**config.mk**
```make
export PLATFORM = sky130hd
export DESIGN_NAME = round_robin_task_scheduler
export DESIGN_NICKNAME = d
export VERILOG_FILES = /design/src/design/rrts_pkg.sv /design/src/design/rrts_dp.sv /design/src/design/rrts_ctrl.sv /design/src/design/round_robin_task_scheduler.sv
export SDC_FILE = /design/constraint.sdc
export NUM_CORES = 2
export LEC_CHECK = 0
export BUFFER_PORTS_ARGS = -buffer_cell sky130_fd_sc_hd__buf_2
export CAP_MARGIN = 5
export CORE_UTILIZATION = 40
export DETAILED_ROUTE_END_ITERATION = 16
export GPL_ROUTABILITY_DRIVEN = 0
export PLACE_DENSITY = 0.65
export SLEW_MARGIN = 30
export SYNTH_ARGS = -nofsm -noshare
export SYNTH_HDL_FRONTEND = slang
export SYNTH_SLANG_ARGS = --single-unit
```
**constraint.sdc**
```tcl
create_clock -name clock -period 14.6 [get_ports clock]
set_clock_uncertainty 0.1 [all_clocks]
set_input_delay 2.92 -clock clock [delete_from_list [all_inputs] [get_ports clock]]
set_output_delay 2.92 -clock clock [all_outputs]
set_load 0.05 [all_outputs]
```
**src/design/rrts_pkg.sv**
```systemverilog
// ----------------------------------------------------------------------------
// rrts_pkg
// Shared types and codes for the round-robin task scheduler.
// ----------------------------------------------------------------------------
package rrts_pkg;

   localparam int MAX_TASKS = 16;
   localparam int AW = (MAX_TASKS > 1) ? $clog2(MAX_TASKS) : 1;
   localparam int CW = $clog2(MAX_TASKS + 1);

   // request actions
   localparam logic [2:0] ACT_TICK    = 3'd0;
   localparam logic [2:0] ACT_CREATE  = 3'd1;
   localparam logic [2:0] ACT_START   = 3'd2;
   localparam logic [2:0] ACT_YIELD   = 3'd3;
   localparam logic [2:0] ACT_SLEEP   = 3'd4;
   localparam logic [2:0] ACT_SUSPEND = 3'd5;
   localparam logic [2:0] ACT_KILL    = 3'd6;
   localparam logic [2:0] ACT_RESUME  = 3'd7;

   // response status
   localparam logic [2:0] RS_OK          = 3'd0;
   localparam logic [2:0] RS_NOT_FOUND   = 3'd1;
   localparam logic [2:0] RS_FULL        = 3'd2;
   localparam logic [2:0] RS_NO_READY    = 3'd3;
   localparam logic [2:0] RS_NOT_STARTED = 3'd4;

   // task states
   localparam logic [1:0] TS_READY = 2'd0;
   localparam logic [1:0] TS_RUN   = 2'd1;
   localparam logic [1:0] TS_SLEEP = 2'd2;
   localparam logic [1:0] TS_BLOCK = 2'd3;

   // datapath operations
   localparam logic [3:0] OP_NONE       = 4'd0;
   localparam logic [3:0] OP_LATCH      = 4'd1;
   localparam logic [3:0] OP_RD_HEAD    = 4'd2;
   localparam logic [3:0] OP_RD_IDX     = 4'd3;
   localparam logic [3:0] OP_CLR_IDX    = 4'd4;
   localparam logic [3:0] OP_AGE_WR     = 4'd5;
   localparam logic [3:0] OP_CREATE     = 4'd6;
   localparam logic [3:0] OP_RUN_HEAD   = 4'd7;
   localparam logic [3:0] OP_RESUME_WR  = 4'd8;
   localparam logic [3:0] OP_CUR_ROT    = 4'd9;
   localparam logic [3:0] OP_KILL       = 4'd10;
   localparam logic [3:0] OP_ROT        = 4'd11;
   localparam logic [3:0] OP_NONE_READY = 4'd12;
   localparam logic [3:0] OP_IDX_INC    = 4'd13;

   typedef struct packed {
      logic [31:0] pid;
      logic [1:0]  st;
      logic [31:0] slp;
      logic [31:0] run;
   } task_type;

   typedef struct packed {
      logic [3:0] op;
      logic       set_st;
      logic [2:0] st;
   } cmd_type;

   typedef struct packed {
      logic [2:0] act;
      logic       cnt_zero;
      logic       cnt_full;
      logic       started;
      logic       has_cur;
      logic       rd_ready;
      logic       pid_match;
      logic       idx_last;
      logic       idx_eq_cnt;
   } sts_type;

endpackage

```
**src/design/rrts_dp.sv**
```systemverilog
// ----------------------------------------------------------------------------
// rrts_dp
// Scheduler datapath: task ring memory, head pointer, counters, result words.
// ----------------------------------------------------------------------------
module rrts_dp (
   input  logic               clock,
   input  logic               reset,
   input  rrts_pkg::cmd_type  cmd,
   output rrts_pkg::sts_type  sts,
   input  logic [2:0]         req_action,
   input  logic [31:0]        req_sleep_ticks,
   input  logic [31:0]        req_target_pid,
   output logic [2:0]         rsp_status,
   output logic [31:0]        rsp_current_pid,
   output logic               rsp_switched,
   output logic [31:0]        rsp_created_pid
);
   import rrts_pkg::*;

   task_type mem [MAX_TASKS];
   task_type rd_ff;

   logic [2:0]    act_ff;
   logic [31:0]   slp_ff, tgt_ff;
   logic [AW-1:0] head_ff, head_in;
   logic [CW-1:0] cnt_ff, cnt_in, idx_ff, idx_in;
   logic [31:0]   pidc_ff, pidc_in, cur_ff, cur_in;
   logic          started_ff, started_in, hascur_ff, hascur_in;
   logic [2:0]    st_ff, st_in;
   logic          sw_ff, sw_in;
   logic [31:0]   crt_ff, crt_in;

   logic          rd_en, wr_en;
   logic [AW-1:0] rd_addr, wr_addr;
   task_type      wr_data, aged;
   logic [31:0]   pid_next;

   function automatic logic [AW-1:0] phys(input logic [AW-1:0] h, input logic [CW-1:0] off);
      logic [CW:0] s;
      s = {{(CW+1-AW){1'b0}}, h} + {1'b0, off};
      if (s >= (CW+1)'(MAX_TASKS)) s = s - (CW+1)'(MAX_TASKS);
      return s[AW-1:0];
   endfunction

   always_comb begin
      aged = rd_ff;
      unique case (rd_ff.st)
         TS_BLOCK: aged.run = '0;
         TS_RUN:   if (rd_ff.run != '1) aged.run = rd_ff.run + 32'd1;
         TS_SLEEP: begin
            if (rd_ff.slp != '0) aged.slp = rd_ff.slp - 32'd1;
            if (aged.slp == '0) aged.st = TS_READY;
         end
         default: ;
      endcase
   end

   assign pid_next = (pidc_ff + 32'd1 == '0) ? 32'd1 : pidc_ff + 32'd1;

   always_comb begin
      head_in    = head_ff;
      cnt_in     = cnt_ff;
      idx_in     = idx_ff;
      pidc_in    = pidc_ff;
      cur_in     = cur_ff;
      started_in = started_ff;
      hascur_in  = hascur_ff;
      st_in      = st_ff;
      sw_in      = sw_ff;
      crt_in     = crt_ff;
      rd_en      = 1'b0;
      rd_addr    = head_ff;
      wr_en      = 1'b0;
      wr_addr    = head_ff;
      wr_data    = rd_ff;
      unique case (cmd.op)
         OP_LATCH: begin
            st_in  = RS_OK;
            sw_in  = 1'b0;
            crt_in = '0;
         end
         OP_RD_HEAD: rd_en = 1'b1;
         OP_RD_IDX: begin
            rd_en   = 1'b1;
            rd_addr = phys(head_ff, idx_ff);
         end
         OP_CLR_IDX: idx_in = '0;
         OP_IDX_INC: idx_in = idx_ff + 1'b1;
         OP_AGE_WR: begin
            wr_en   = 1'b1;
            wr_addr = phys(head_ff, idx_ff);
            wr_data = aged;
            idx_in  = idx_ff + 1'b1;
         end
         OP_CREATE: begin
            wr_en   = 1'b1;
            wr_addr = phys(head_ff, cnt_ff);
            wr_data = '{pid: pid_next, st: TS_READY, slp: '0, run: '0};
            pidc_in = pid_next;
            crt_in  = pid_next;
            cnt_in  = cnt_ff + 1'b1;
         end
         OP_RUN_HEAD: begin
            wr_en      = 1'b1;
            wr_data.st = TS_RUN;
            cur_in     = rd_ff.pid;
            started_in = 1'b1;
            hascur_in  = 1'b1;
            if (act_ff == ACT_TICK || act_ff == ACT_START) sw_in = 1'b1;
            else sw_in = (act_ff == ACT_KILL) || (idx_ff + 1'b1 != cnt_ff);
         end
         OP_RESUME_WR: begin
            wr_en   = (rd_ff.st == TS_BLOCK);
            wr_addr = phys(head_ff, idx_ff);
            wr_data.st = TS_READY;
         end
         OP_CUR_ROT: begin
            wr_en   = 1'b1;
            wr_addr = phys(head_ff, cnt_ff);
            if (act_ff == ACT_YIELD) wr_data.st = TS_READY;
            else if (act_ff == ACT_SLEEP) begin
               wr_data.st  = TS_SLEEP;
               wr_data.slp = (slp_ff == '0) ? 32'd1 : slp_ff;
            end else wr_data.st = TS_BLOCK;
            head_in = phys(head_ff, CW'(1));
         end
         OP_KILL: begin
            head_in = phys(head_ff, CW'(1));
            cnt_in  = cnt_ff - 1'b1;
         end
         OP_ROT: begin
            wr_en   = 1'b1;
            wr_addr = phys(head_ff, cnt_ff);
            head_in = phys(head_ff, CW'(1));
            idx_in  = idx_ff + 1'b1;
         end
         OP_NONE_READY: begin
            st_in = RS_NO_READY;
            if (act_ff != ACT_TICK) begin
               hascur_in = 1'b0;
               sw_in     = 1'b1;
            end
         end
         default: ;
      endcase
      if (cmd.set_st) st_in = cmd.st;
   end

   always_ff @(posedge clock) begin
      if (reset) begin
         head_ff    <= '0;
         cnt_ff     <= '0;
         idx_ff     <= '0;
         pidc_ff    <= '0;
         started_ff <= 1'b0;
         hascur_ff  <= 1'b0;
      end else begin
         head_ff    <= head_in;
         cnt_ff     <= cnt_in;
         idx_ff     <= idx_in;
         pidc_ff    <= pidc_in;
         started_ff <= started_in;
         hascur_ff  <= hascur_in;
      end
   end

   always_ff @(posedge clock) begin
      cur_ff <= cur_in;
      st_ff  <= st_in;
      sw_ff  <= sw_in;
      crt_ff <= crt_in;
      if (cmd.op == OP_LATCH) begin
         act_ff <= req_action;
         slp_ff <= req_sleep_ticks;
         tgt_ff <= req_target_pid;
      end
   end

   always_ff @(posedge clock) begin
      if (wr_en) mem[wr_addr] <= wr_data;
      if (rd_en) rd_ff <= mem[rd_addr];
   end

   assign sts.act        = act_ff;
   assign sts.cnt_zero   = (cnt_ff == '0);
   assign sts.cnt_full   = (cnt_ff >= CW'(MAX_TASKS));
   assign sts.started    = started_ff;
   assign sts.has_cur    = hascur_ff;
   assign sts.rd_ready   = (rd_ff.st == TS_READY);
   assign sts.pid_match  = (rd_ff.pid == tgt_ff);
   assign sts.idx_last   = (idx_ff + 1'b1 == cnt_ff);
   assign sts.idx_eq_cnt = (idx_ff == cnt_ff);

   assign rsp_status      = st_ff;
   assign rsp_switched    = sw_ff;
   assign rsp_created_pid = crt_ff;
   assign rsp_current_pid = hascur_ff ? cur_ff : '0;

endmodule

```
**src/design/rrts_ctrl.sv**
```systemverilog
// ----------------------------------------------------------------------------
// rrts_ctrl
// Scheduler sequencer: steps the datapath through each request.
// ----------------------------------------------------------------------------
module rrts_ctrl (
   input  logic               clock,
   input  logic               reset,
   input  logic               start,
   output logic               busy,
   output logic               rsp_valid,
   input  rrts_pkg::sts_type  sts,
   output rrts_pkg::cmd_type  cmd
);
   import rrts_pkg::*;

   localparam logic [3:0] S_IDLE     = 4'd0;
   localparam logic [3:0] S_DISP     = 4'd1;
   localparam logic [3:0] S_AGE_RD   = 4'd2;
   localparam logic [3:0] S_AGE_WR   = 4'd3;
   localparam logic [3:0] S_SCH      = 4'd4;
   localparam logic [3:0] S_SCAN0    = 4'd5;
   localparam logic [3:0] S_SCAN_RD  = 4'd6;
   localparam logic [3:0] S_SCAN_CHK = 4'd7;
   localparam logic [3:0] S_RUN      = 4'd8;
   localparam logic [3:0] S_RES_RD   = 4'd9;
   localparam logic [3:0] S_RES_CHK  = 4'd10;
   localparam logic [3:0] S_CUR_WR   = 4'd11;
   localparam logic [3:0] S_DONE     = 4'd12;

   logic [3:0] state_ff, state_in;

   always_comb begin
      state_in = state_ff;
      cmd      = '{op: OP_NONE, set_st: 1'b0, st: RS_OK};
      unique case (state_ff)
         S_IDLE: if (start) begin
            cmd.op   = OP_LATCH;
            state_in = S_DISP;
         end
         S_DISP: begin
            state_in = S_DONE;
            unique case (sts.act)
               ACT_TICK: begin
                  cmd.op   = OP_CLR_IDX;
                  state_in = sts.cnt_zero ? S_SCH : S_AGE_RD;
               end
               ACT_CREATE: begin
                  if (sts.cnt_full) begin
                     cmd.set_st = 1'b1;
                     cmd.st     = RS_FULL;
                  end else cmd.op = OP_CREATE;
               end
               ACT_START: begin
                  if (!sts.started) begin
                     if (sts.cnt_zero) begin
                        cmd.set_st = 1'b1;
                        cmd.st     = RS_NO_READY;
                     end else begin
                        cmd.op   = OP_RD_HEAD;
                        state_in = S_RUN;
                     end
                  end
               end
               ACT_RESUME: begin
                  cmd.op = OP_CLR_IDX;
                  if (sts.cnt_zero) begin
                     cmd.set_st = 1'b1;
                     cmd.st     = RS_NOT_FOUND;
                  end else state_in = S_RES_RD;
               end
               default: begin
                  priority if (!sts.started) begin
                     cmd.set_st = 1'b1;
                     cmd.st     = RS_NOT_STARTED;
                  end else if (!sts.has_cur || sts.cnt_zero) begin
                     cmd.set_st = 1'b1;
                     cmd.st     = RS_NO_READY;
                  end else if (sts.act == ACT_KILL) begin
                     cmd.op   = OP_KILL;
                     state_in = S_SCAN0;
                  end else begin
                     cmd.op   = OP_RD_HEAD;
                     state_in = S_CUR_WR;
                  end
               end
            endcase
         end
         S_AGE_RD: begin
            cmd.op   = OP_RD_IDX;
            state_in = S_AGE_WR;
         end
         S_AGE_WR: begin
            cmd.op   = OP_AGE_WR;
            state_in = sts.idx_last ? S_SCH : S_AGE_RD;
         end
         S_SCH: begin
            if (sts.started && !sts.has_cur) begin
               cmd.op   = OP_CLR_IDX;
               state_in = S_SCAN_RD;
            end else state_in = S_DONE;
         end
         S_SCAN0: begin
            cmd.op   = OP_CLR_IDX;
            state_in = S_SCAN_RD;
         end
         S_SCAN_RD: begin
            if (sts.cnt_zero) begin
               cmd.op   = OP_NONE_READY;
               state_in = S_DONE;
            end else begin
               cmd.op   = OP_RD_HEAD;
               state_in = S_SCAN_CHK;
            end
         end
         S_SCAN_CHK: begin
            priority if (sts.rd_ready) begin
               cmd.op   = OP_RUN_HEAD;
               state_in = S_DONE;
            end else if (sts.idx_eq_cnt) begin
               cmd.op   = OP_NONE_READY;
               state_in = S_DONE;
            end else begin
               cmd.op   = OP_ROT;
               state_in = S_SCAN_RD;
            end
         end
         S_RUN: begin
            cmd.op   = OP_RUN_HEAD;
            state_in = S_DONE;
         end
         S_RES_RD: begin
            cmd.op   = OP_RD_IDX;
            state_in = S_RES_CHK;
         end
         S_RES_CHK: begin
            priority if (sts.pid_match) begin
               cmd.op   = OP_RESUME_WR;
               state_in = S_DONE;
            end else if (sts.idx_last) begin
               cmd.set_st = 1'b1;
               cmd.st     = RS_NOT_FOUND;
               state_in   = S_DONE;
            end else begin
               cmd.op   = OP_IDX_INC;
               state_in = S_RES_RD;
            end
         end
         S_CUR_WR: begin
            cmd.op   = OP_CUR_ROT;
            state_in = S_SCAN0;
         end
         S_DONE: state_in = S_IDLE;
         default: state_in = S_IDLE;
      endcase
   end

   always_ff @(posedge clock) begin
      if (reset) state_ff <= S_IDLE;
      else state_ff <= state_in;
   end

   assign busy      = (state_ff != S_IDLE);
   assign rsp_valid = (state_ff == S_DONE);

endmodule

```
**src/design/round_robin_task_scheduler.sv**
```systemverilog
// ----------------------------------------------------------------------------
// round_robin_task_scheduler
// Round-robin task ring with sleep timers, run-tick counts and resume by pid.
// ----------------------------------------------------------------------------
//
//   channel   ports                                   handshake
//   request   req_action, req_sleep_ticks, req_target_pid   start & !busy
//   response  rsp_status, rsp_current_pid,            rsp_valid, one cycle
//             rsp_switched, rsp_created_pid
//
// One request at a time: busy holds off new requests until the strobe.
// Create writes one entry; start reads and runs the head; resume reads and
// checks each task by pid; tick reads and ages every task in the task memory,
// and when started with no current task also scans for a ready task. Yield,
// sleep and suspend write the current task back to the tail, kill drops it;
// then both scan. The rotate-and-check loop does one read and one write per step.
// Reset is synchronous; task memory is not cleared, only head, count, index, pid counter and flags.
// Responses cannot be held off: each word shows for one cycle only.
// ----------------------------------------------------------------------------
module round_robin_task_scheduler (
   input  logic        clock,
   input  logic        reset,
   input  logic        start,
   output logic        busy,
   input  logic [2:0]  req_action,
   input  logic [31:0] req_sleep_ticks,
   input  logic [31:0] req_target_pid,
   output logic        rsp_valid,
   output logic [2:0]  rsp_status,
   output logic [31:0] rsp_current_pid,
   output logic        rsp_switched,
   output logic [31:0] rsp_created_pid
);
   import rrts_pkg::*;

   // command and status between sequencer and datapath
   cmd_type cmd;
   sts_type sts;

   // sequencer: decode the request, walk the ring, raise the strobe
   rrts_ctrl u_ctrl (
      .clock     (clock),
      .reset     (reset),
      .start     (start),
      .busy      (busy),
      .rsp_valid (rsp_valid),
      .sts       (sts),
      .cmd       (cmd)
   );

   // datapath: ring memory kept as a circular buffer; rotate by copying the
   // head entry to the tail and advancing the head pointer
   rrts_dp u_dp (
      .clock           (clock),
      .reset           (reset),
      .cmd             (cmd),
      .sts             (sts),
      .req_action      (req_action),
      .req_sleep_ticks (req_sleep_ticks),
      .req_target_pid  (req_target_pid),
      .rsp_status      (rsp_status),
      .rsp_current_pid (rsp_current_pid),
      .rsp_switched    (rsp_switched),
      .rsp_created_pid (rsp_created_pid)
   );

endmodule
```
### Word-level counts from Yosys, hierarchy flattened

Memories as Yosys holds them, arrays and structs flattened. A register that Yosys moved wholly into a read port is not among the register bits.
Cells that the tools add are included.

| operators by class | value |
|---|---|
| add/subtract/negate cells | 12 |
| $lt $le $gt $ge | 4 |
| eq/ne operators | 41 |
| mux-type cells | 77 |
| reductions and logical operators | 32 |

Operators with widths:

| kind | count |
|---|---|
| $mux 32 | 9 |
| $pmux 32 s2 | 3 |
| $mux 4 | 27 |
| $logic_not 32->1 | 3 |
| $pmux 32 s3 | 1 |
| $add 32x1->32 const B | 2 |
| $pmux 4 s12 | 1 |
| $eq 4x4->1 const B | 11 |
| $pmux 4 s11 | 1 |
| $mux 34 | 1 |
| $eq 32x32->1 | 1 |
| $eq 4x3->1 const B | 8 |
| $ne 32x32->1 const B | 1 |
| $pmux 4 s4 | 2 |
| $reduce_bool 32->1 | 1 |
| $sub 32x1->32 const B | 1 |
| $mux 3 | 10 |
| $pmux 5 s2 | 2 |
| $eq 4x2->1 const B | 4 |
| $pmux 4 s2 | 2 |
| $add 4x5->6 | 2 |
| $ge 6x5->1 const B | 2 |
| $pmux 4 s3 | 1 |
| $sub 4x1->4 const B | 3 |
| other kinds (35) | 67 |

| storage, ports and cells | value |
|---|---|
| register bits | 187 |
| bits in writable memories | 1568 |
| input bits | 70 |
| output and inout bits | 70 |
| word-level logic and storage cells | 181 |
| memories | 1 |

Memories:

| name | depth | width | read ports | clocked after Yosys merged registers in | write ports | line | text |
|---|---|---|---|---|---|---|---|
| u_dp.mem | 16 | 98 | 1 | 1 | 1 | rrts_dp.sv:20 | `task_type mem [MAX_TASKS];` |

### Logic depth before layout (Yosys ltp)

| depth | value |
|---|---|
| depth in word-level cells | 11 |
| mapped depth | 14 |
| mapped depth without buffers | 12 |

### By module

From an unflattened synthesis, not the netlist that was laid out.

| second synthesis, totals | value |
|---|---|
| cell total of the unflattened synthesis | 3969 |
| area, all modules | 54783.8 sq um |

By module, submodules not included:

| module | instances | cells each | area an instance (sq um) | seq. area each (sq um) |
|---|---|---|---|---|
| rrts_dp | 1 | 3843 | 53993.0 | 38707.1 |
| rrts_ctrl | 1 | 126 | 790.8 | 80.1 |

### Worst setup path before layout

No wires, ideal clock.

| path | value |
|---|---|
| path kind | input to register |
| from | in start |
| to | mem u_dp.mem[0][32] (netlist name) (enable) |
| library setup time | 491 ps |
| arrival | 8430 ps |
| required time | 14009 ps |
| setup slack | 5580 ps |
| cell stages on the path | 10 |
| buffers on the path | 1 |
| cell sequence | nand2_1 inv_1 nor4_1 a21bo_2 or4_1 buf_2 nand3_1 a221oi_4 nand2_1 nor2_1 |

| on the way | value |
|---|---|
| word-level cells in the longest chain between the ends | 7 |
| elaborated cells between the ends (all ways) | 15 |
| those cells by class | eq/ne: 6; mux: 6; reduce/logical: 3 |

Ends and longest elaborated chain:

| item | line | text |
|---|---|---|
| start, declared | round_robin_task_scheduler.sv:23 | `input logic start,` |
| $mux 1 (*) | rrts_ctrl.sv:36 | `S_IDLE: if (start) begin` |
| $pmux 4 s11 (*) | rrts_ctrl.sv:35 | `unique case (state_ff)` |
| $eq 4x3->1 or $eq 4x4->1 (tied branches) | rrts_dp.sv:76 | `unique case (cmd.op)` |
| $reduce_or 5->1 (no source line) | - |  |
| $pmux 1 s2 | rrts_dp.sv:76 |  |
| $mux 1 | rrts_dp.sv:180 | `if (wr_en) mem[wr_addr] <= wr_data;` |
| $mux 1 (not written as such) | rrts_dp.sv:180 |  |
| end, declared | rrts_dp.sv:20 |  |

Every way passes the cells marked *; elsewhere a longest branch is shown, timed or not.

### Worst setup path after layout

| path | value |
|---|---|
| from | in start |
| to | mem u_dp.mem[14][74] (netlist name) (enable) |

The elaborated chain is that of the path after synthesis.

==> impl_metrics.env <==
export IMPL_dp_hpwl_mm=76.50
export IMPL_worstHoldPathType="flop to flop"
export IMPL_yosysUniqueCellTypes=76
export IMPL_r2r_slack_ns=8.02
export IMPL_drv_cap=0
export IMPL_register_area_um2=38790
export IMPL_p_sw_share_pct=29.41
export IMPL_start_util_pct=40.47
export IMPL_overflow=0
export IMPL_ff2ff_path_depth=12
export IMPL_dieHeight_um=370.2
export IMPL_ir_drop_uv=89.96
export IMPL_leakagePower_uw=0.02014
export IMPL_synth_top_cells_by_area="edfxtp_1 70%, nand2_1 4.3%, a211oi_1 3.8%, and2_1 3.5%, a31oi_1 3.2%"
export IMPL_htreeDepth=4
export IMPL_postCtsHoldBufs=0
export IMPL_dr_pass1_iters=6
export IMPL_vias_per_cell=5.652
export IMPL_final_common_cell="edfxtp_1"
export IMPL_power_frac_clock_pct=34.0
export IMPL_antenna_found_initial=0
export IMPL_dieWidth_um=370.2
export IMPL_tns_ns=0
export IMPL_start_kind="input port"
export IMPL_grt_pass1_wl_mm=200.0
export IMPL_hold_viol_final=0
export IMPL_drtIter0Drc=3699
export IMPL_clkTransAtPathRegs_ns=0.06
export IMPL_totalWireLength_mm=135.0
export IMPL_multi_input_area_um2=14610
export IMPL_p_sw_uw=3071
export IMPL_utilization_pct=46.06
export IMPL_period_minus_slack_ns=7.768
export IMPL_cts_root_buf="clkbuf_16"
export IMPL_cts_sinks=1309
export IMPL_grtUsageTotal_pct=19.40
export IMPL_syn_nets=3977
export IMPL_io_buffers=139
export IMPL_r2r_end="u_dp.mem[2][63]"
export IMPL_drc_errors=0
export IMPL_stdcell_count=5867
export IMPL_synth_top_area_share_pct=69.62
export IMPL_outcome="finished, final reports clean"
export IMPL_hold_path_depth=0
export IMPL_slew_headroom_pct=30.62
export IMPL_holdWs_ns=0.4038
export IMPL_layout_drive_gt1_share_pct=12.71
export IMPL_fill_cells=11500
export IMPL_rsz0062_at_grt="no"
export IMPL_synth_area_um2=54220
export IMPL_path_max_fanout=48
export IMPL_hold_start="u_dp.aged[68]"
export IMPL_min_period_over_period_pct=53.21
export IMPL_cts_tree="yes"
export IMPL_synth_edff_count=1257
export IMPL_insertion_delay_ns=0.78
export IMPL_async_reset_ff_share_pct=0
export IMPL_powerDensity_nw_per_um2=169.2
export IMPL_path_class="input port to flop"
export IMPL_rows=134
export IMPL_cts_buffers=139
export IMPL_clk_path_buf_depth=3
export IMPL_wl_per_cell_um=23.01
export IMPL_worstMarginPinSlew_ns=1.041
export IMPL_combPwrFrac_pct=18.0
export IMPL_synth_cells=3891
export IMPL_power_frac_seq_pct=48.0
export IMPL_dieArea_um2=137000
export IMPL_ant_nets=0
export IMPL_fin_nets=4073
export IMPL_synth_top_area_cell="edfxtp_1"
export IMPL_synthFlopType="edfxtp_1"
export IMPL_dp_cells=5606
export IMPL_grt_pass1_vias=31420
export IMPL_cts_resized=0
export IMPL_synthToLayoutAreaGrowth_pct=13.81
export IMPL_core_area_um2=134000
export IMPL_finalSetupViolCount=0
export IMPL_ys_seq_area_share_pct=71.54
export IMPL_final_cell_mix="1257 x edfxtp_1, 616 x nand2_1, 300 x and2_1"
export IMPL_vias=33160
export IMPL_min_to="u_dp.cur_ff[2]"
export IMPL_crit_arrival_ns=8.03
export IMPL_grt_max_degree=236
export IMPL_rr_startpoint="u_dp.act_ff[1]"
export IMPL_p_int_uw=7372
export IMPL_end_kind="flop"
export IMPL_ys_ff_latch=1309
export IMPL_avgSynthCellArea_um2=13.93
export IMPL_max_freq_mhz=128.7
export IMPL_synth_warnings=0
export IMPL_ios=140
export IMPL_cp_required_ns=14.86
export IMPL_post_cts_setup_buffer_count=0
export IMPL_slew_violations=0
Yosys cell counts, types with 6 or more instances:
cell,n
o21ai_0,65
nor2_1,171
and3_1,12
or4_1,7
a21oi_1,62
ha_1,13
clkbuf_1,226
mux4_2,66
nor4_1,38
buf_1,22
a31oi_1,276
dfxtp_1,52
nor3_1,45
nand4_1,16
xor2_1,72
edfxtp_1,1257
a22oi_1,8
xnor2_1,42
a221o_1,11
and2_1,300
a21o_1,30
o211ai_1,12
inv_1,28
nand2_1,617
nand3_1,38
mux2i_1,8
a211oi_1,274
or3_1,17
nor2b_1,8
nand2b_1,6
buf_2,6
flip-flops by register name, summed over array words and instances, names as in the netlist, 5 cells and up:
name and count:
u_dp.aged 32, u_dp.pidc_ff 32, u_dp.cur_ff 32, u_dp.cnt_ff 5
u_dp.rd_ff 34, u_dp.idx_ff 5, u_dp.rsp_created_pid 32, u_dp.mem 1056
u_dp.tgt_ff 32, u_dp.slp_ff 32
logic make-up after synthesis:
kind of cell,Yosys count,share of synthesized area [%]
simple gates,1313,11.52
buf+inv,284,1.982
flops,1309,71.54
compound gates,781,9.821
mux,74,2.889
fa+ha+maj,16,0.4108
xor+xnor,114,1.841
power by group through the flow:
| stage | registers, µW | logic, µW | clock network (µW) |
|---|---|---|---|
| after floorplan | 5110 | 1110 | 0 |
| after global placement | 5090 | 1820 | 0 |
| after detailed placement | 5090 | 1860 | 0 |
| after CTS | 5010 | 1860 | 3600 |
| after global routing | 5030 | 2030 | 3730 |
| final | 5020 | 1880 | 3550 |
worst max-delay path: stages:
cell and delay (ns):
buf_2 0.11, nand2_1 0.19, clkinv_2 0.67, nor4_1 0.48, a21bo_2 0.27, or4_2 0.53, buf_4 0.32, and4_4 0.29
a221oi_4 0.27, nand2b_1 0.29, nor2_4 0.76, buf_4 0.85
worst max path at each step:
stage	endpoint	slack (ns)	startpoint
final	u_dp.mem[14][74]	6.83	start
after global routing	u_dp.mem[14][78]	6.55	start
after CTS	u_dp.mem[14][74]	6.86	start
after detailed placement	u_dp.mem[14][88]	6.05	start
after global placement	u_dp.mem[14][88]	5.99	start
after floorplan	u_dp.mem[0][32]	5.58	start
per-stage QoR:
stage | setup slack [ns] | cell area (µm²) | total power [µW]
after floorplan | 5.580 | 54220 | 6224
after global placement | 5.992 | 56870 | 6906
after detailed placement | 6.054 | 56920 | 6949
after CTS | 6.861 | 61530 | 10480
after global routing | 6.546 | 61700 | 10790
final | 6.832 | 61710 | 10440
final cells by class:
class | instances | area share (%)
sequential | 1309 | 62.86
multi-input combinational | 2298 | 23.67
clock inverter | 83 | 1.509
timing repair buffer | 210 | 2.232
tap | 1768 | 3.585
clock buffer | 169 | 5.957
inverter | 29 | 0.1805
antenna | 1 | 0.004055
routing by layer:
metal / vias to the layer above / global-route usage, % / wire length, µm
li1: 14980 / - / -
met1: 16620 / 27.79 / 58530
met2: 1355 / 30.34 / 63380
met3: 207 / 3.060 / 10060
met4: 0 / 5.992 / 3032
met5: - / 0 / 0
Note: power is estimated with default switching activity, not from simulation.
